<file path="src/rtl/espe_pkg.sv">
// ----------------------------------------------------------------------------
// espe_pkg
// types, codes and constants of the encoder pulse speed estimator
// ----------------------------------------------------------------------------
package espe_pkg;

  localparam int unsigned EmaFracBits = 8;

  localparam int unsigned CoefW    = 17;
  localparam int unsigned CntW     = 6;
  localparam int unsigned QuoW     = 39;
  localparam int unsigned PeriodW  = 40;
  localparam int unsigned CfgIdxW  = 3;
  localparam int unsigned CfgDataW = 32;

  localparam int unsigned SectorQBits = 17;
  localparam int unsigned RpmQBits    = 31;
  localparam int unsigned OmegaQBits  = 39;

  localparam logic [63:0] RpmNum   = 64'd6000000000;
  localparam logic [63:0] OmegaNum = 64'd1608495438638;
  localparam logic [30:0] SatMax   = 31'h7FFF_FFFF;

  localparam logic [CoefW-1:0] AlphaOne = 17'd65536;

  localparam logic [CfgIdxW-1:0] CfgPulsesPerRev = 3'd0;
  localparam logic [CfgIdxW-1:0] CfgEmaAlpha     = 3'd1;
  localparam logic [CfgIdxW-1:0] CfgMinGap       = 3'd2;
  localparam logic [CfgIdxW-1:0] CfgTimeout      = 3'd3;
  localparam logic [CfgIdxW-1:0] CfgInvertSign   = 3'd4;

  localparam logic [15:0]      PprReset     = 16'd20;
  localparam logic [CoefW-1:0] AlphaReset   = 17'd13107;
  localparam logic [31:0]      MinGapReset  = 32'd0;
  localparam logic [31:0]      TimeoutReset = 32'd500000;
  localparam logic             InvertReset  = 1'b0;

  typedef enum logic [1:0] {
    OP_EDGE = 2'd0,
    OP_POLL = 2'd1,
    OP_ZERO = 2'd2,
    OP_NONE = 2'd3
  } op_e;

  typedef enum logic [1:0] {
    DIV_SECTOR = 2'd0,
    DIV_RPM    = 2'd1,
    DIV_OMEGA  = 2'd2
  } div_sel_e;

  typedef struct packed {
    logic load;
    logic edge_begin;
    logic poll;
    logic zero;
    logic ema_write;
    logic mul_start;
    logic d_write;
    logic div_rpm;
    logic rpm_write;
    logic div_om;
    logic om_write;
    logic out_load;
  } cmd_t;

  typedef struct packed {
    op_e  op;
    logic gap_ok;
    logic timed_out;
    logic ema_zero;
    logic mac_busy;
    logic div_busy;
  } sts_t;

endpackage

</file>
<file path="src/rtl/encoder_pulse_speed_estimator.sv">
// ----------------------------------------------------------------------------
// encoder_pulse_speed_estimator
// encoder period tachometer with ema smoothing, rpm and rad/s outputs
//
//   channel  direction  handshake                 payload
//   in       input      in_valid_i / in_ready_o   op_i, time_us_i
//   out      output     out_valid_o / out_ready_i edge_accepted_o .. edge_count_o
//   cfg      input      cfg_valid_i / cfg_ready_o cfg_index_i, cfg_data_i
//
// an edge that updates the speed runs a 17-step ema mac with the sector modulo
// alongside, then a 17-step multiply and the 31- and 39-step divides; polls,
// zero commands and filtered edges skip the arithmetic, and an edge whose ema is zero ends
// after the ema mac; one request is in flight; the result register lets the next one enter
// while a result waits on out_ready_i; configuration is taken every cycle, no clearing pass
// ----------------------------------------------------------------------------
module encoder_pulse_speed_estimator import espe_pkg::*; #(
  parameter int unsigned EMA_FRAC_BITS = EmaFracBits
) (
  input  logic                clk_i,
  input  logic                rst_ni,
  input  logic                in_valid_i,
  output logic                in_ready_o,
  input  logic [1:0]          op_i,
  input  logic [31:0]         time_us_i,
  output logic                out_valid_o,
  input  logic                out_ready_i,
  output logic                edge_accepted_o,
  output logic signed [31:0]  rpm_centi_o,
  output logic signed [31:0]  omega_milli_o,
  output logic [PeriodW-1:0]  period_ema_q8_o,
  output logic [15:0]         sector_index_o,
  output logic [31:0]         edge_count_o,
  input  logic                cfg_valid_i,
  output logic                cfg_ready_o,
  input  logic [CfgIdxW-1:0]  cfg_index_i,
  input  logic [CfgDataW-1:0] cfg_data_i
);

  cmd_t        cmd;
  sts_t        sts;
  logic [31:0] rpm, omega;

  espe_ctrl u_ctrl (
    .clk_i       (clk_i),
    .rst_ni      (rst_ni),
    .in_valid_i  (in_valid_i),
    .in_ready_o  (in_ready_o),
    .out_valid_o (out_valid_o),
    .out_ready_i (out_ready_i),
    .sts_i       (sts),
    .cmd_o       (cmd)
  );

  espe_dp #(.EMA_FRAC_BITS(EMA_FRAC_BITS)) u_dp (
    .clk_i           (clk_i),
    .rst_ni          (rst_ni),
    .cfg_valid_i     (cfg_valid_i),
    .cfg_ready_o     (cfg_ready_o),
    .cfg_index_i     (cfg_index_i),
    .cfg_data_i      (cfg_data_i),
    .op_i            (op_i),
    .time_us_i       (time_us_i),
    .cmd_i           (cmd),
    .sts_o           (sts),
    .edge_accepted_o (edge_accepted_o),
    .rpm_o           (rpm),
    .omega_o         (omega),
    .period_ema_q8_o (period_ema_q8_o),
    .sector_index_o  (sector_index_o),
    .edge_count_o    (edge_count_o)
  );

  assign rpm_centi_o   = $signed(rpm);
  assign omega_milli_o = $signed(omega);

endmodule

</file>
<file path="src/rtl/espe_mac.sv">
// ----------------------------------------------------------------------------
// espe_mac
// bit-serial sum of two products, coefficient bits taken msb first
// ----------------------------------------------------------------------------
module espe_mac import espe_pkg::*; #(
  parameter int unsigned OW = 40
) (
  input  logic             clk_i,
  input  logic             rst_ni,
  input  logic             start_i,
  input  logic [OW-1:0]    opa_i,
  input  logic [CoefW-1:0] coefa_i,
  input  logic [OW-1:0]    opb_i,
  input  logic [CoefW-1:0] coefb_i,
  output logic             busy_o,
  output logic [OW+17:0]   acc_o
);

  localparam int unsigned AW = OW + 18;

  logic [CntW-1:0]  cnt_q, cnt_d;
  logic [CoefW-1:0] ca_q, cb_q;
  logic [OW-1:0]    opa_q, opb_q;
  logic [AW-1:0]    acc_q, acc_d, ta, tb;

  always_comb begin
    ta    = ca_q[CoefW-1] ? AW'(opa_q) : '0;
    tb    = cb_q[CoefW-1] ? AW'(opb_q) : '0;
    acc_d = (acc_q << 1) + ta + tb;
    cnt_d = cnt_q - CntW'(1);
  end

  always_ff @(posedge clk_i or negedge rst_ni) begin
    if (!rst_ni) begin
      cnt_q <= '0;
    end else if (start_i) begin
      cnt_q <= CntW'(CoefW);
    end else if (cnt_q != '0) begin
      cnt_q <= cnt_d;
    end
  end

  always_ff @(posedge clk_i) begin
    if (start_i) begin
      ca_q  <= coefa_i;
      cb_q  <= coefb_i;
      opa_q <= opa_i;
      opb_q <= opb_i;
      acc_q <= '0;
    end else if (cnt_q != '0) begin
      ca_q  <= ca_q << 1;
      cb_q  <= cb_q << 1;
      acc_q <= acc_d;
    end
  end

  assign busy_o = (cnt_q != '0);
  assign acc_o  = acc_q;

endmodule

</file>
<file path="src/rtl/espe_div.sv">
// ----------------------------------------------------------------------------
// espe_div
// restoring divider, one quotient bit a cycle, with overflow precheck
// ----------------------------------------------------------------------------
module espe_div import espe_pkg::*; #(
  parameter int unsigned NW = 56
) (
  input  logic            clk_i,
  input  logic            rst_ni,
  input  logic            start_i,
  input  div_sel_e        sel_i,
  input  logic [NW-1:0]   num_i,
  input  logic [NW-1:0]   den_i,
  output logic            busy_o,
  output logic [QuoW-1:0] quo_o,
  output logic [NW-1:0]   rem_o,
  output logic            ovf_o
);

  logic [CntW-1:0] cnt_q, cnt_init;
  logic [NW-1:0]   rem_q, sh_q, den_q, rem_init, sh_init;
  logic [QuoW-1:0] quo_q;
  logic            ovf_q, take;
  logic [NW:0]     trial, diff;

  always_comb begin
    unique case (sel_i)
      DIV_SECTOR: begin
        rem_init = num_i >> SectorQBits;
        sh_init  = num_i << (NW - SectorQBits);
        cnt_init = CntW'(SectorQBits);
      end
      DIV_RPM: begin
        rem_init = num_i >> RpmQBits;
        sh_init  = num_i << (NW - RpmQBits);
        cnt_init = CntW'(RpmQBits);
      end
      DIV_OMEGA: begin
        rem_init = num_i >> OmegaQBits;
        sh_init  = num_i << (NW - OmegaQBits);
        cnt_init = CntW'(OmegaQBits);
      end
      default: begin
        rem_init = num_i >> SectorQBits;
        sh_init  = num_i << (NW - SectorQBits);
        cnt_init = CntW'(SectorQBits);
      end
    endcase
    trial = {rem_q, sh_q[NW-1]};
    diff  = trial - {1'b0, den_q};
    take  = (trial >= {1'b0, den_q});
  end

  always_ff @(posedge clk_i or negedge rst_ni) begin
    if (!rst_ni) begin
      cnt_q <= '0;
    end else if (start_i) begin
      cnt_q <= cnt_init;
    end else if (cnt_q != '0) begin
      cnt_q <= cnt_q - CntW'(1);
    end
  end

  always_ff @(posedge clk_i) begin
    if (start_i) begin
      rem_q <= rem_init;
      sh_q  <= sh_init;
      den_q <= den_i;
      quo_q <= '0;
      ovf_q <= (rem_init >= den_i);
    end else if (cnt_q != '0) begin
      rem_q <= take ? diff[NW-1:0] : trial[NW-1:0];
      sh_q  <= sh_q << 1;
      quo_q <= {quo_q[QuoW-2:0], take};
    end
  end

  assign busy_o = (cnt_q != '0);
  assign quo_o  = quo_q;
  assign rem_o  = rem_q;
  assign ovf_o  = ovf_q;

endmodule

</file>
<file path="src/rtl/espe_dp.sv">
// ----------------------------------------------------------------------------
// espe_dp
// datapath: configuration, tachometer state, ema, speed math, result register
// ----------------------------------------------------------------------------
module espe_dp import espe_pkg::*; #(
  parameter int unsigned EMA_FRAC_BITS = EmaFracBits
) (
  input  logic                clk_i,
  input  logic                rst_ni,
  input  logic                cfg_valid_i,
  output logic                cfg_ready_o,
  input  logic [CfgIdxW-1:0]  cfg_index_i,
  input  logic [CfgDataW-1:0] cfg_data_i,
  input  logic [1:0]          op_i,
  input  logic [31:0]         time_us_i,
  input  cmd_t                cmd_i,
  output sts_t                sts_o,
  output logic                edge_accepted_o,
  output logic [31:0]         rpm_o,
  output logic [31:0]         omega_o,
  output logic [PeriodW-1:0]  period_ema_q8_o,
  output logic [15:0]         sector_index_o,
  output logic [31:0]         edge_count_o
);

  localparam int unsigned EW = 32 + EMA_FRAC_BITS;
  localparam int unsigned DW = EW + 16;
  localparam int unsigned AW = EW + 18;

  localparam logic [DW-1:0] RpmK   = DW'(RpmNum) << EMA_FRAC_BITS;
  localparam logic [DW-1:0] OmegaK = DW'(OmegaNum) << EMA_FRAC_BITS;

  function automatic logic [31:0] finish(input logic [30:0] v, input logic neg);
    logic [31:0] w;
    w = {1'b0, v};
    finish = neg ? (32'd0 - w) : w;
  endfunction

  // configuration
  logic [15:0]      ppr_q;
  logic [CoefW-1:0] alpha_q;
  logic [31:0]      min_gap_q, timeout_q;
  logic             invert_q;

  // tachometer state
  logic [1:0]    op_q;
  logic [31:0]   time_q, last_edge_q, count_q, last_upd_q, rpm_q, om_q;
  logic [EW-1:0] ema_q;
  logic [15:0]   sector_q;
  logic [DW-1:0] d_q;
  logic          accepted_q;

  // result register
  logic               out_acc_q;
  logic [31:0]        out_rpm_q, out_om_q, out_cnt_q;
  logic [PeriodW-1:0] out_period_q;
  logic [15:0]        out_sector_q;

  logic [31:0]      gap, since_upd;
  logic [CoefW-1:0] alpha_c, beta;
  logic [EW-1:0]    x, ema_new;
  logic [15:0]      modv;
  logic [AW-1:0]    acc, acc_rnd;
  logic [EW-1:0]    mac_opa, mac_opb;
  logic [CoefW-1:0] mac_ca, mac_cb;
  logic             mac_busy, div_busy, div_ovf, div_start;
  div_sel_e         div_sel;
  logic [DW-1:0]    div_num, div_den, div_rem;
  logic [QuoW-1:0]  div_quo;
  logic [16:0]      sector_inc;
  logic [QuoW:0]    om_rnd;
  logic [30:0]      rpm_v, om_v;
  logic [EW+39:0]   ema_wide;

  always_comb begin
    gap        = time_q - last_edge_q;
    since_upd  = time_q - last_upd_q;
    alpha_c    = (alpha_q > AlphaOne) ? AlphaOne : alpha_q;
    beta       = AlphaOne - alpha_c;
    x          = {gap, EMA_FRAC_BITS'(0)};
    modv       = (ppr_q == '0) ? 16'd1 : ppr_q;
    acc_rnd    = acc + AW'(32768);
    ema_new    = acc_rnd[16 +: EW];
    sector_inc = {1'b0, sector_q} + 17'd1;
    om_rnd     = {1'b0, div_quo} + (QuoW + 1)'(128);
    rpm_v      = div_ovf ? SatMax : div_quo[30:0];
    om_v       = (div_ovf || om_rnd[QuoW]) ? SatMax : om_rnd[38:8];
    ema_wide   = (EW + 40)'(ema_q);

    // ema step, seeding when the average is empty, or the ema times pulses per revolution
    if (cmd_i.edge_begin) begin
      if (ema_q == '0) begin
        mac_opa = x;
        mac_ca  = AlphaOne;
        mac_opb = x;
        mac_cb  = '0;
      end else begin
        mac_opa = ema_q;
        mac_ca  = beta;
        mac_opb = x;
        mac_cb  = alpha_c;
      end
    end else begin
      mac_opa = ema_q;
      mac_ca  = {1'b0, modv};
      mac_opb = ema_q;
      mac_cb  = '0;
    end

    div_start = cmd_i.edge_begin | cmd_i.div_rpm | cmd_i.div_om;
    priority if (cmd_i.div_rpm) begin
      div_sel = DIV_RPM;
      div_num = RpmK + (d_q >> 1);
      div_den = d_q;
    end else if (cmd_i.div_om) begin
      div_sel = DIV_OMEGA;
      div_num = OmegaK;
      div_den = d_q;
    end else begin
      div_sel = DIV_SECTOR;
      div_num = DW'(sector_inc);
      div_den = DW'(modv);
    end
  end

  espe_mac #(.OW(EW)) u_mac (
    .clk_i   (clk_i),
    .rst_ni  (rst_ni),
    .start_i (cmd_i.edge_begin | cmd_i.mul_start),
    .opa_i   (mac_opa),
    .coefa_i (mac_ca),
    .opb_i   (mac_opb),
    .coefb_i (mac_cb),
    .busy_o  (mac_busy),
    .acc_o   (acc)
  );

  espe_div #(.NW(DW)) u_div (
    .clk_i   (clk_i),
    .rst_ni  (rst_ni),
    .start_i (div_start),
    .sel_i   (div_sel),
    .num_i   (div_num),
    .den_i   (div_den),
    .busy_o  (div_busy),
    .quo_o   (div_quo),
    .rem_o   (div_rem),
    .ovf_o   (div_ovf)
  );

  always_ff @(posedge clk_i or negedge rst_ni) begin
    if (!rst_ni) begin
      ppr_q     <= PprReset;
      alpha_q   <= AlphaReset;
      min_gap_q <= MinGapReset;
      timeout_q <= TimeoutReset;
      invert_q  <= InvertReset;
    end else if (cfg_valid_i) begin
      unique case (cfg_index_i)
        CfgPulsesPerRev: ppr_q     <= cfg_data_i[15:0];
        CfgEmaAlpha:     alpha_q   <= cfg_data_i[CoefW-1:0];
        CfgMinGap:       min_gap_q <= cfg_data_i;
        CfgTimeout:      timeout_q <= cfg_data_i;
        CfgInvertSign:   invert_q  <= cfg_data_i[0];
        default: ;
      endcase
    end
  end

  always_ff @(posedge clk_i or negedge rst_ni) begin
    if (!rst_ni) begin
      last_edge_q <= '0;
      ema_q       <= '0;
      count_q     <= '0;
      sector_q    <= '0;
      last_upd_q  <= '0;
      rpm_q       <= '0;
      om_q        <= '0;
      accepted_q  <= 1'b0;
    end else begin
      if (cmd_i.load) begin
        accepted_q <= 1'b0;
      end
      if (cmd_i.edge_begin) begin
        accepted_q  <= 1'b1;
        count_q     <= count_q + 32'd1;
        last_edge_q <= time_q;
      end
      if (cmd_i.poll && sts_o.timed_out) begin
        rpm_q <= '0;
        om_q  <= '0;
        ema_q <= '0;
      end
      if (cmd_i.zero) begin
        count_q     <= '0;
        last_edge_q <= '0;
        ema_q       <= '0;
        rpm_q       <= '0;
        om_q        <= '0;
        sector_q    <= '0;
      end
      if (cmd_i.ema_write) begin
        ema_q    <= ema_new;
        sector_q <= div_rem[15:0];
      end
      if (cmd_i.rpm_write) begin
        rpm_q <= finish(rpm_v, invert_q);
      end
      if (cmd_i.om_write) begin
        om_q       <= finish(om_v, invert_q);
        last_upd_q <= time_q;
      end
    end
  end

  always_ff @(posedge clk_i) begin
    if (cmd_i.load) begin
      op_q   <= op_i;
      time_q <= time_us_i;
    end
    if (cmd_i.d_write) begin
      d_q <= acc[DW-1:0];
    end
    if (cmd_i.out_load) begin
      out_acc_q    <= accepted_q;
      out_rpm_q    <= rpm_q;
      out_om_q     <= om_q;
      out_period_q <= ema_wide[PeriodW-1:0];
      out_sector_q <= sector_q;
      out_cnt_q    <= count_q;
    end
  end

  always_comb begin
    sts_o.op        = op_e'(op_q);
    sts_o.gap_ok    = (min_gap_q == '0) || (gap >= min_gap_q);
    sts_o.timed_out = (since_upd > timeout_q);
    sts_o.ema_zero  = (ema_q == '0);
    sts_o.mac_busy  = mac_busy;
    sts_o.div_busy  = div_busy;
  end

  assign cfg_ready_o     = 1'b1;
  assign edge_accepted_o = out_acc_q;
  assign rpm_o           = out_rpm_q;
  assign omega_o         = out_om_q;
  assign period_ema_q8_o = out_period_q;
  assign sector_index_o  = out_sector_q;
  assign edge_count_o    = out_cnt_q;

endmodule

</file>
<file path="src/rtl/espe_ctrl.sv">
// ----------------------------------------------------------------------------
// espe_ctrl
// controller: sequences one request through ema, multiply and divisions
// ----------------------------------------------------------------------------
module espe_ctrl import espe_pkg::*; (
  input  logic clk_i,
  input  logic rst_ni,
  input  logic in_valid_i,
  output logic in_ready_o,
  output logic out_valid_o,
  input  logic out_ready_i,
  input  sts_t sts_i,
  output cmd_t cmd_o
);

  typedef enum logic [3:0] {
    S_IDLE,
    S_DECODE,
    S_EMA,
    S_EMA_CHK,
    S_MUL,
    S_RPM_GO,
    S_RPM,
    S_OM_GO,
    S_OM,
    S_DONE
  } state_e;

  state_e state_q, state_d;
  logic   out_valid_q, out_valid_d;

  always_comb begin
    state_d     = state_q;
    out_valid_d = out_valid_q;
    cmd_o       = '0;
    if (out_valid_q && out_ready_i) begin
      out_valid_d = 1'b0;
    end
    unique case (state_q)
      S_IDLE: begin
        if (in_valid_i) begin
          cmd_o.load = 1'b1;
          state_d    = S_DECODE;
        end
      end
      S_DECODE: begin
        priority if (sts_i.op == OP_EDGE && sts_i.gap_ok) begin
          cmd_o.edge_begin = 1'b1;
          state_d          = S_EMA;
        end else if (sts_i.op == OP_POLL) begin
          cmd_o.poll = 1'b1;
          state_d    = S_DONE;
        end else if (sts_i.op == OP_ZERO) begin
          cmd_o.zero = 1'b1;
          state_d    = S_DONE;
        end else begin
          state_d = S_DONE;
        end
      end
      S_EMA: begin
        if (!sts_i.mac_busy && !sts_i.div_busy) begin
          cmd_o.ema_write = 1'b1;
          state_d         = S_EMA_CHK;
        end
      end
      S_EMA_CHK: begin
        if (sts_i.ema_zero) begin
          state_d = S_DONE;
        end else begin
          cmd_o.mul_start = 1'b1;
          state_d         = S_MUL;
        end
      end
      S_MUL: begin
        if (!sts_i.mac_busy) begin
          cmd_o.d_write = 1'b1;
          state_d       = S_RPM_GO;
        end
      end
      S_RPM_GO: begin
        cmd_o.div_rpm = 1'b1;
        state_d       = S_RPM;
      end
      S_RPM: begin
        if (!sts_i.div_busy) begin
          cmd_o.rpm_write = 1'b1;
          state_d         = S_OM_GO;
        end
      end
      S_OM_GO: begin
        cmd_o.div_om = 1'b1;
        state_d      = S_OM;
      end
      S_OM: begin
        if (!sts_i.div_busy) begin
          cmd_o.om_write = 1'b1;
          state_d        = S_DONE;
        end
      end
      S_DONE: begin
        if (!out_valid_q || out_ready_i) begin
          cmd_o.out_load = 1'b1;
          out_valid_d    = 1'b1;
          state_d        = S_IDLE;
        end
      end
      default: state_d = S_IDLE;
    endcase
  end

  always_ff @(posedge clk_i or negedge rst_ni) begin
    if (!rst_ni) begin
      state_q     <= S_IDLE;
      out_valid_q <= 1'b0;
    end else begin
      state_q     <= state_d;
      out_valid_q <= out_valid_d;
    end
  end

  assign in_ready_o  = (state_q == S_IDLE);
  assign out_valid_o = out_valid_q;

endmodule

</file>
<file path="config.mk">
export PLATFORM = sky130hd
export DESIGN_NAME = encoder_pulse_speed_estimator
export DESIGN_NICKNAME = d
export VERILOG_FILES = /design/src/rtl/espe_pkg.sv /design/src/rtl/encoder_pulse_speed_estimator.sv /design/src/rtl/espe_mac.sv /design/src/rtl/espe_div.sv /design/src/rtl/espe_dp.sv /design/src/rtl/espe_ctrl.sv
export SDC_FILE = /design/constraint.sdc
export NUM_CORES = 2
export LEC_CHECK = 0
export BUFFER_PORTS_ARGS = -buffer_cell sky130_fd_sc_hd__buf_2
export CAP_MARGIN = 20
export CORE_ASPECT_RATIO = 1.4
export CORE_MARGIN = 1.5
export CORE_UTILIZATION = 30
export DETAILED_ROUTE_END_ITERATION = 8
export PLACE_DENSITY = 0.42
export SYNTH_ARGS = -nofsm -noshare
export SYNTH_HDL_FRONTEND = slang
export SYNTH_SLANG_ARGS = --single-unit
</file>
<file path="constraint.sdc">
create_clock -name clk_i -period 10.1 [get_ports clk_i]
set_clock_uncertainty 0.1 [all_clocks]
set_input_delay 0.505 -clock clk_i [delete_from_list [all_inputs] [get_ports clk_i]]
set_output_delay 0.505 -clock clk_i [all_outputs]
set_load 0.03 [all_outputs]
</file>
# Word-level counts from Yosys, hierarchy flattened
# Cells that the tools add are included.
# W data, S select, Z words.
[totals] register_bits=953 in_bits=74 output_inout_bits=156 word_cells=200
[op_classes] n_addsub=15 n_lt_le_gt_ge=5 n_eq_ne=23 mux=85 n_bitwise=3 n_reduce_logical=32
[op_table] cell="$mux W56" count=8
[op_table] cell="$mux W32" count=10
[op_table] cell="$mux W40" count=8
[op_table] cell="$mux W17" count=9
[op_table] cell="$add A56 B40 Y56" count=2
[op_table] cell="$pmux W56 S2" count=1
[op_table] cell="$pmux W39 S2" count=1
[op_table] cell="$sub A1 B31 Y32 const A" count=2
[op_table] cell="$sub A32 B32 Y32" count=2
[op_table] cell="$mux W31" count=2
[op_table] cell="$ge A57 B56 Y1" count=1
[op_table] cell="$add A41 B55 Y56 const A" count=1
[op_table] cell="$add A56 B16 Y56 const B" count=1
[op_table] cell="$ge A39 B56 Y1" count=1
[op_table] cell="$sub A56 B56 Y56" count=1
[op_table] cell="$mux W49" count=1
[op_table] cell="$mux W16" count=3
[op_table] cell="$add A39 B8 Y40 const B" count=1
[op_table] cell="$logic_not A40 Y1" count=1
[op_table] cell="$pmux W4 S10" count=1
[op_table] cell="$add A32 B1 Y32 const B" count=1
[op_table] cell="$ge A32 B32 Y1" count=1
[op_table] cell="$gt A32 B32 Y1" count=1
[op_table] cell="$logic_not A32 Y1" count=1
[op_table] cell="other kinds (34)" count=102

# Depth between registers and ports, before layout
[logic_depth] depth_word=10 ltp_mapped=28 ltp_nobuf=26

# Modules after synthesis
# From an unflattened synthesis, not the netlist that was laid out.
[unflattened] cells_unflattened=5516 hier_area_um2=54756.3
[by_module_without_submodules] module="espe_dp" instances=1 cells_per_inst=3113 area_each_um2=31087.3 seq_area_each_um2=15200.8
[by_module_without_submodules] module="espe_div" instances=1 cells_per_inst=1446 area_each_um2=13325.3 seq_area_each_um2=5495.3
[by_module_without_submodules] module="espe_mac" instances=1 cells_per_inst=898 area_each_um2=9900.7 seq_area_each_um2=4734.5
[by_module_without_submodules] module="espe_ctrl" instances=1 cells_per_inst=59 area_each_um2=442.9 seq_area_each_um2=125.1

# Worst setup path after synthesis
# No wires, ideal clock.
[synth_path] path_type="flip-flop to flip-flop" start="register u_ctrl.state_q[1]" end="register u_dp.out_acc_q, in the netlist u_dp.edge_accepted_o (enable)" setup_time_ns=0.684 arrival_time_ns=7.619 required_ns=9.316 setup_slack_ns=1.697 stages_incl_launch_ff=5 n_path_buf=1 period_less_slack_ns=8.403 cell_sequence="dfrtp_1 clkbuf_1 nor2b_1 nand3b_1 nor2b_1"
[synth_lines] element="start: declaration" line_no="espe_ctrl.sv:29" rtl="state_e state_q, state_d;"
[synth_lines] element="start signal: assignment" line_no="espe_ctrl.sv:116" rtl="state_q <= state_d;"
[synth_lines] element="end signal: assignment" line_no="espe_dp.sv:225" rtl="out_acc_q <= accepted_q;"
[synth_lines] element="end: declaration" line_no="espe_dp.sv:54" rtl="logic out_acc_q;"

# Worst setup path after layout
[layout_path] start="register u_dp.time_q[0]" end="register u_dp.u_mac.ca_q[16] (enable)"
[layout_between] elab_chain_cells=8
[layout_rtl] element="start: declaration" line_no="espe_dp.sv:47" rtl="logic [31:0] time_q, last_edge_q, count_q, last_upd_q, rpm_q, om_q;"
[layout_rtl] element="start signal: assignment" line_no="espe_dp.sv:219" rtl="time_q <= time_us_i;"
[layout_rtl] element="$sub A32 B32 Y32" line_no="espe_dp.sv:76" rtl="gap = time_q - last_edge_q;"
[layout_rtl] element="$ge A32 B32 Y1" line_no="espe_dp.sv:236" rtl="sts_o.gap_ok = (min_gap_q == '0) || (gap >= min_gap_q);"
[layout_rtl] element="$logic_or A1 B1 Y1" line_no="espe_dp.sv:236"
[layout_rtl] element="$logic_and A1 B1 Y1" line_no="espe_ctrl.sv:47" rtl="priority if (sts_i.op == OP_EDGE && sts_i.gap_ok) begin"
[layout_rtl] element="$mux W1" line_no="espe_ctrl.sv:47"
[layout_rtl] element="$mux W3" line_no="espe_ctrl.sv:39" rtl="unique case (state_q)"
[layout_rtl] element="$or A1 B1 Y1" line_no="espe_dp.sv:129" rtl=".start_i (cmd_i.edge_begin | cmd_i.mul_start),"
[layout_rtl] element="$reduce_bool A2 Y1 (no line)"
[layout_rtl] element="end signal: assignment" line_no="espe_mac.sv:45" rtl="ca_q <= coefa_i;"
[layout_rtl] element="end signal: assignment" line_no="espe_mac.sv:51" rtl="ca_q <= ca_q << 1;"
[layout_rtl] element="end: declaration" line_no="espe_mac.sv:22" rtl="logic [CoefW-1:0] ca_q, cb_q;"
# Every way passes these cells.
# A chain may end at the register's enable or synchronous reset.

==> summary.txt <==
Die extent in y -> 496 µm
H-Tree Depth -> 3
Post-Syn Instances -> 5167
Max IR drop VDD -> 0.000148 V
Main synth FF type -> edfxtp_1
Sink Count -> 936
First-pass GRT wire length -> 249000 µm
I/O Pins -> 230
Register-to-register setup slack -> 2.52 ns
Fraction of registers with async set/reset -> 35.5%
Synth cell types -> 85
Congestion Overflow GR -> 0
Mapped Avg Cell Area -> 10.1 µm²
Slew Limit Fails -> 0
Gpl congestion -> 0.854
Commonest cells post-synth -> 556 x nand2_1, 509 x edfxtp_1, 351 x nor2_1, 335 x o21ai_0, 315 x dfrtp_1
Site row count -> 180
XOR/XNOR share of the synthesized area -> 5.55%
Synth Cell Area -> 52100 µm²
Delay-heaviest family, CP -> compound AO/OA/AOI/OAI gates
Final cell count without fillers -> 7736
Post-CTS Setup Bufs -> 0
Fin crit share -> 75.0%
Measured slew at the worst slew-check pin -> 1.13 ns
Hold_sp -> cfg_data_i[0]
R2R Path Start -> u_dp.time_q[0]$_DFFE_PP_
Initial core utilization -> 30.3%
Synth warnings -> 0
Later-pin clock latency in the skew report -> 0.75 ns
Crit-path max cell delay -> 0.70 ns
Post-synthesis adder-cell area fraction -> 8.19%
Largest family of logic cells by synthesized area -> simple AND/OR/NAND/NOR gates
Global routing usage on met3 -> 2.28%
Largest net degree at the start of global routing -> 135
Worst hold path depth -> 2
Area contributors post-synth -> edfxtp_1 29%, dfrtp_1 15%, ha_1 6.5%
Top cell type's share of synthesized area -> 29.3%
Final min period -> 7.58 ns
Most common cell in the synthesized netlist -> nand2_1
WHS Endpoint -> u_dp.invert_q$_DFFE_PN0P_
P_leak -> 25.2 nW
Slowest CP cell -> nor4_1
Maximum root-to-sink buffer count -> 3
Setup TNS -> 0 ns
EDFF count, synth -> 509
Initial antenna violation count -> 9
Endpoints failing hold -> 0
Clock transition at path regs -> 0.07 ns
Fill cell count -> 17600
Number of buffers and inverters on the critical path -> 6
Layout cells sized above 1 -> 11.7%
Complex-gate fraction of the synthesized area -> 14.1%
Post-synth top area cell -> edfxtp_1
Met2 Track Usage GR -> 33.5%
CTS tree -> done
Crit path kind -> register to register
Nets@finish -> 5759
Overall power -> 18.9 mW
CP arrival -> 7.83 ns
Post-DP HPWL -> 123000 µm
Core area -> 172000 µm²
Crit path capture type -> register
Worst slew margin -> 24.2%
Hold WC Path Type -> input pin to register
Power per cell area -> 316 nW/µm²
CTS Buf Count -> 102
Routed len/inst -> 21.4 µm
Post-Synth Simple-Gate Area -> 15.5%
Maximum clock frequency -> 132 MHz
Critical Path Start Type -> register
Max-cap violations -> 0
Wirelength, routed -> 165000 µm
Crit Path Max Fanout -> 79
Initial DRC count -> 2336
Clock root buffer -> clkbuf_16
Critical R2R Capture -> u_dp.u_mac.ca_q[16]$_DFFE_PP_
Outcome -> completed
WP data required -> 10.36 ns
Synthesis-stage register bit count -> 936
RSZ-0062 raised after global routing -> no
DRT Pass-1 Iters -> 5
Vias in the first global route -> 39600
Drt drc -> 0
DIE WIDTH -> 355 µm
Busiest grt layer -> met2
Post-synthesis sequential area ratio -> 49.0%
Post-cts sizing count -> 0
Antenna-violating nets left -> 0
Final setup viols -> 0
Full die area -> 176000 µm²
Number of vias per cell -> 5.02
R2R depth -> 25
Crit path top cell by count -> inv_1
CTS hold repair buffers -> 64
Synth-to-layout area growth -> 15.0%
Port Buffer Count -> 228
Via count -> 38800
Total GRT Usage -> 18.6%
Multiplexer area fraction after synthesis -> 3.76%
Met1 Track Usage GR -> 22.4%
Post-Place Cells -> 7476
cell type report:
type	count	area [µm²]	area share, %
diodes	2	5.00	0.00835
repair buffers	350	2280	3.80
clock inverters	64	706	1.18
clock buffers	129	2840	4.74
flip-flops and latches	936	25500	42.6
multi-input cells	3698	24700	41.2
well taps	2275	2850	4.75
inverters	282	1060	1.77
registers in the layout, summed over array words and instances, names as in the netlist, 39 cells and up:
register,cells
u_dp.d_q,56
u_dp.ema_q,40
u_dp.period_ema_q8_o,40
u_dp.u_div.den_q,56
u_dp.u_div.quo_o,39
u_dp.u_div.rem_o,56
u_dp.u_div.sh_q,39
u_dp.u_mac.acc_o,56
u_dp.u_mac.opa_q,40
u_dp.u_mac.opb_q,40
worst reg2reg max path, cell delays in order (launching register included):
cell	delay [ns]
edfxtp_1	0.38
inv_1	0.10
ha_1	0.18
inv_1	0.06
fa_1	0.41
a21o_1	0.23
a311o_1	0.40
a31oi_1	0.38
a22oi_1	0.26
a21o_1	0.25
a21oi_1	0.22
nor2_1	0.06
o21ai_0	0.21
a31oi_1	0.13
xor2_1	0.19
ha_1	0.30
nand4_1	0.17
nor4_1	0.70
o31ai_1	0.27
a2111oi_4	0.45
buf_12	0.34
nor2b_2	0.13
inv_4	0.39
nor2_1	0.23
inv_1	0.15
buf_4	0.44
report_power, final:
part / internal (mW) / total [mW] / switching, mW
Combinational: 3.34 / 8.57 / 5.22
Clock: 2.29 / 3.98 / 1.69
Sequential: 5.39 / 6.40 / 1.01
worst max path at each step:
stage,startpoint,end,depth (start not counted)
floorplan,u_ctrl.state_q[1]$_DFFE_PN0P_,u_dp.edge_accepted_o$_DFFE_PP_,4
global route,u_dp.time_q[0]$_DFFE_PP_,u_dp.u_div.rem_o[0]$_DFFE_PP_,24
finish,u_dp.time_q[0]$_DFFE_PP_,u_dp.u_mac.ca_q[16]$_DFFE_PP_,25
CTS,u_dp.time_q[0]$_DFFE_PP_,u_dp.u_mac.ca_q[16]$_DFFE_PP_,25
detailed placement,u_dp.time_q[0]$_DFFE_PP_,u_dp.u_mac.cb_q[5]$_DFFE_PP_,25
global placement,u_dp.time_q[0]$_DFFE_PP_,u_dp.u_mac.cb_q[8]$_DFFE_PP_,25
through the flow:
step	hold slack (ns)	utilization, %	worst slack, ns	area (µm²)
final	0.0583	34.8	2.52	59900
after detailed placement	0.331	32.4	2.54	55700
after floorplan	0.109	-	1.70	52100
after global placement	0.330	32.4	2.56	55700
after global routing	0.0348	34.8	2.19	59900
after CTS	0.00583	34.8	2.50	59900
cells in the final DEF, fill, tap and decap left out, types with 36 or more instances in the layout:
master / Yosys / final
a211oi_1: 38 / 38
a21o_1: 163 / 163
a21oi_1: 308 / 308
and2_1: 112 / 110
and3_1: 70 / 68
buf_2: 13 / 227
buf_4: 3 / 54
clkbuf_16: 0 / 105
dfrtp_1: 315 / 314
dfxtp_1: 95 / 95
dlygate4sd3_1: 0 / 64
edfxtp_1: 509 / 509
fa_1: 43 / 43
ha_1: 272 / 272
inv_1: 281 / 280
mux2_2: 103 / 103
mux2i_1: 80 / 80
nand2_1: 556 / 555
nand2b_1: 37 / 37
nand3_1: 223 / 219
nand4_1: 75 / 75
nor2_1: 351 / 348
nor2b_1: 58 / 56
nor3_1: 64 / 61
nor4_1: 42 / 40
o21ai_0: 335 / 335
o21bai_1: 36 / 36
o31ai_1: 53 / 53
xnor2_1: 174 / 174
xor2_1: 156 / 156
per-layer routing:
| metal | up-vias | share of wire, % |
|---|---|---|
| li1 | 18800 | - |
| met3 | 235 | 3.0 |
| met4 | 6 | 4.0 |
| met1 | 19100 | 42 |
| met2 | 660 | 51 |
| met5 | - | 0.019 |
logic make-up (layout without fill, tap and decap cells):
| family | after synthesis | in the layout |
|---|---|---|
| simple gates | 1681 | 1681 |
| compound gates | 1173 | 1173 |
| flops | 936 | 936 |
| buf+inv | 547 | 825 |
| xor+xnor | 330 | 330 |
| fa+ha+maj | 315 | 315 |
| mux | 183 | 183 |
| other cells | 2 | 18 |
Note: power is estimated with default switching activity, not from simulation.
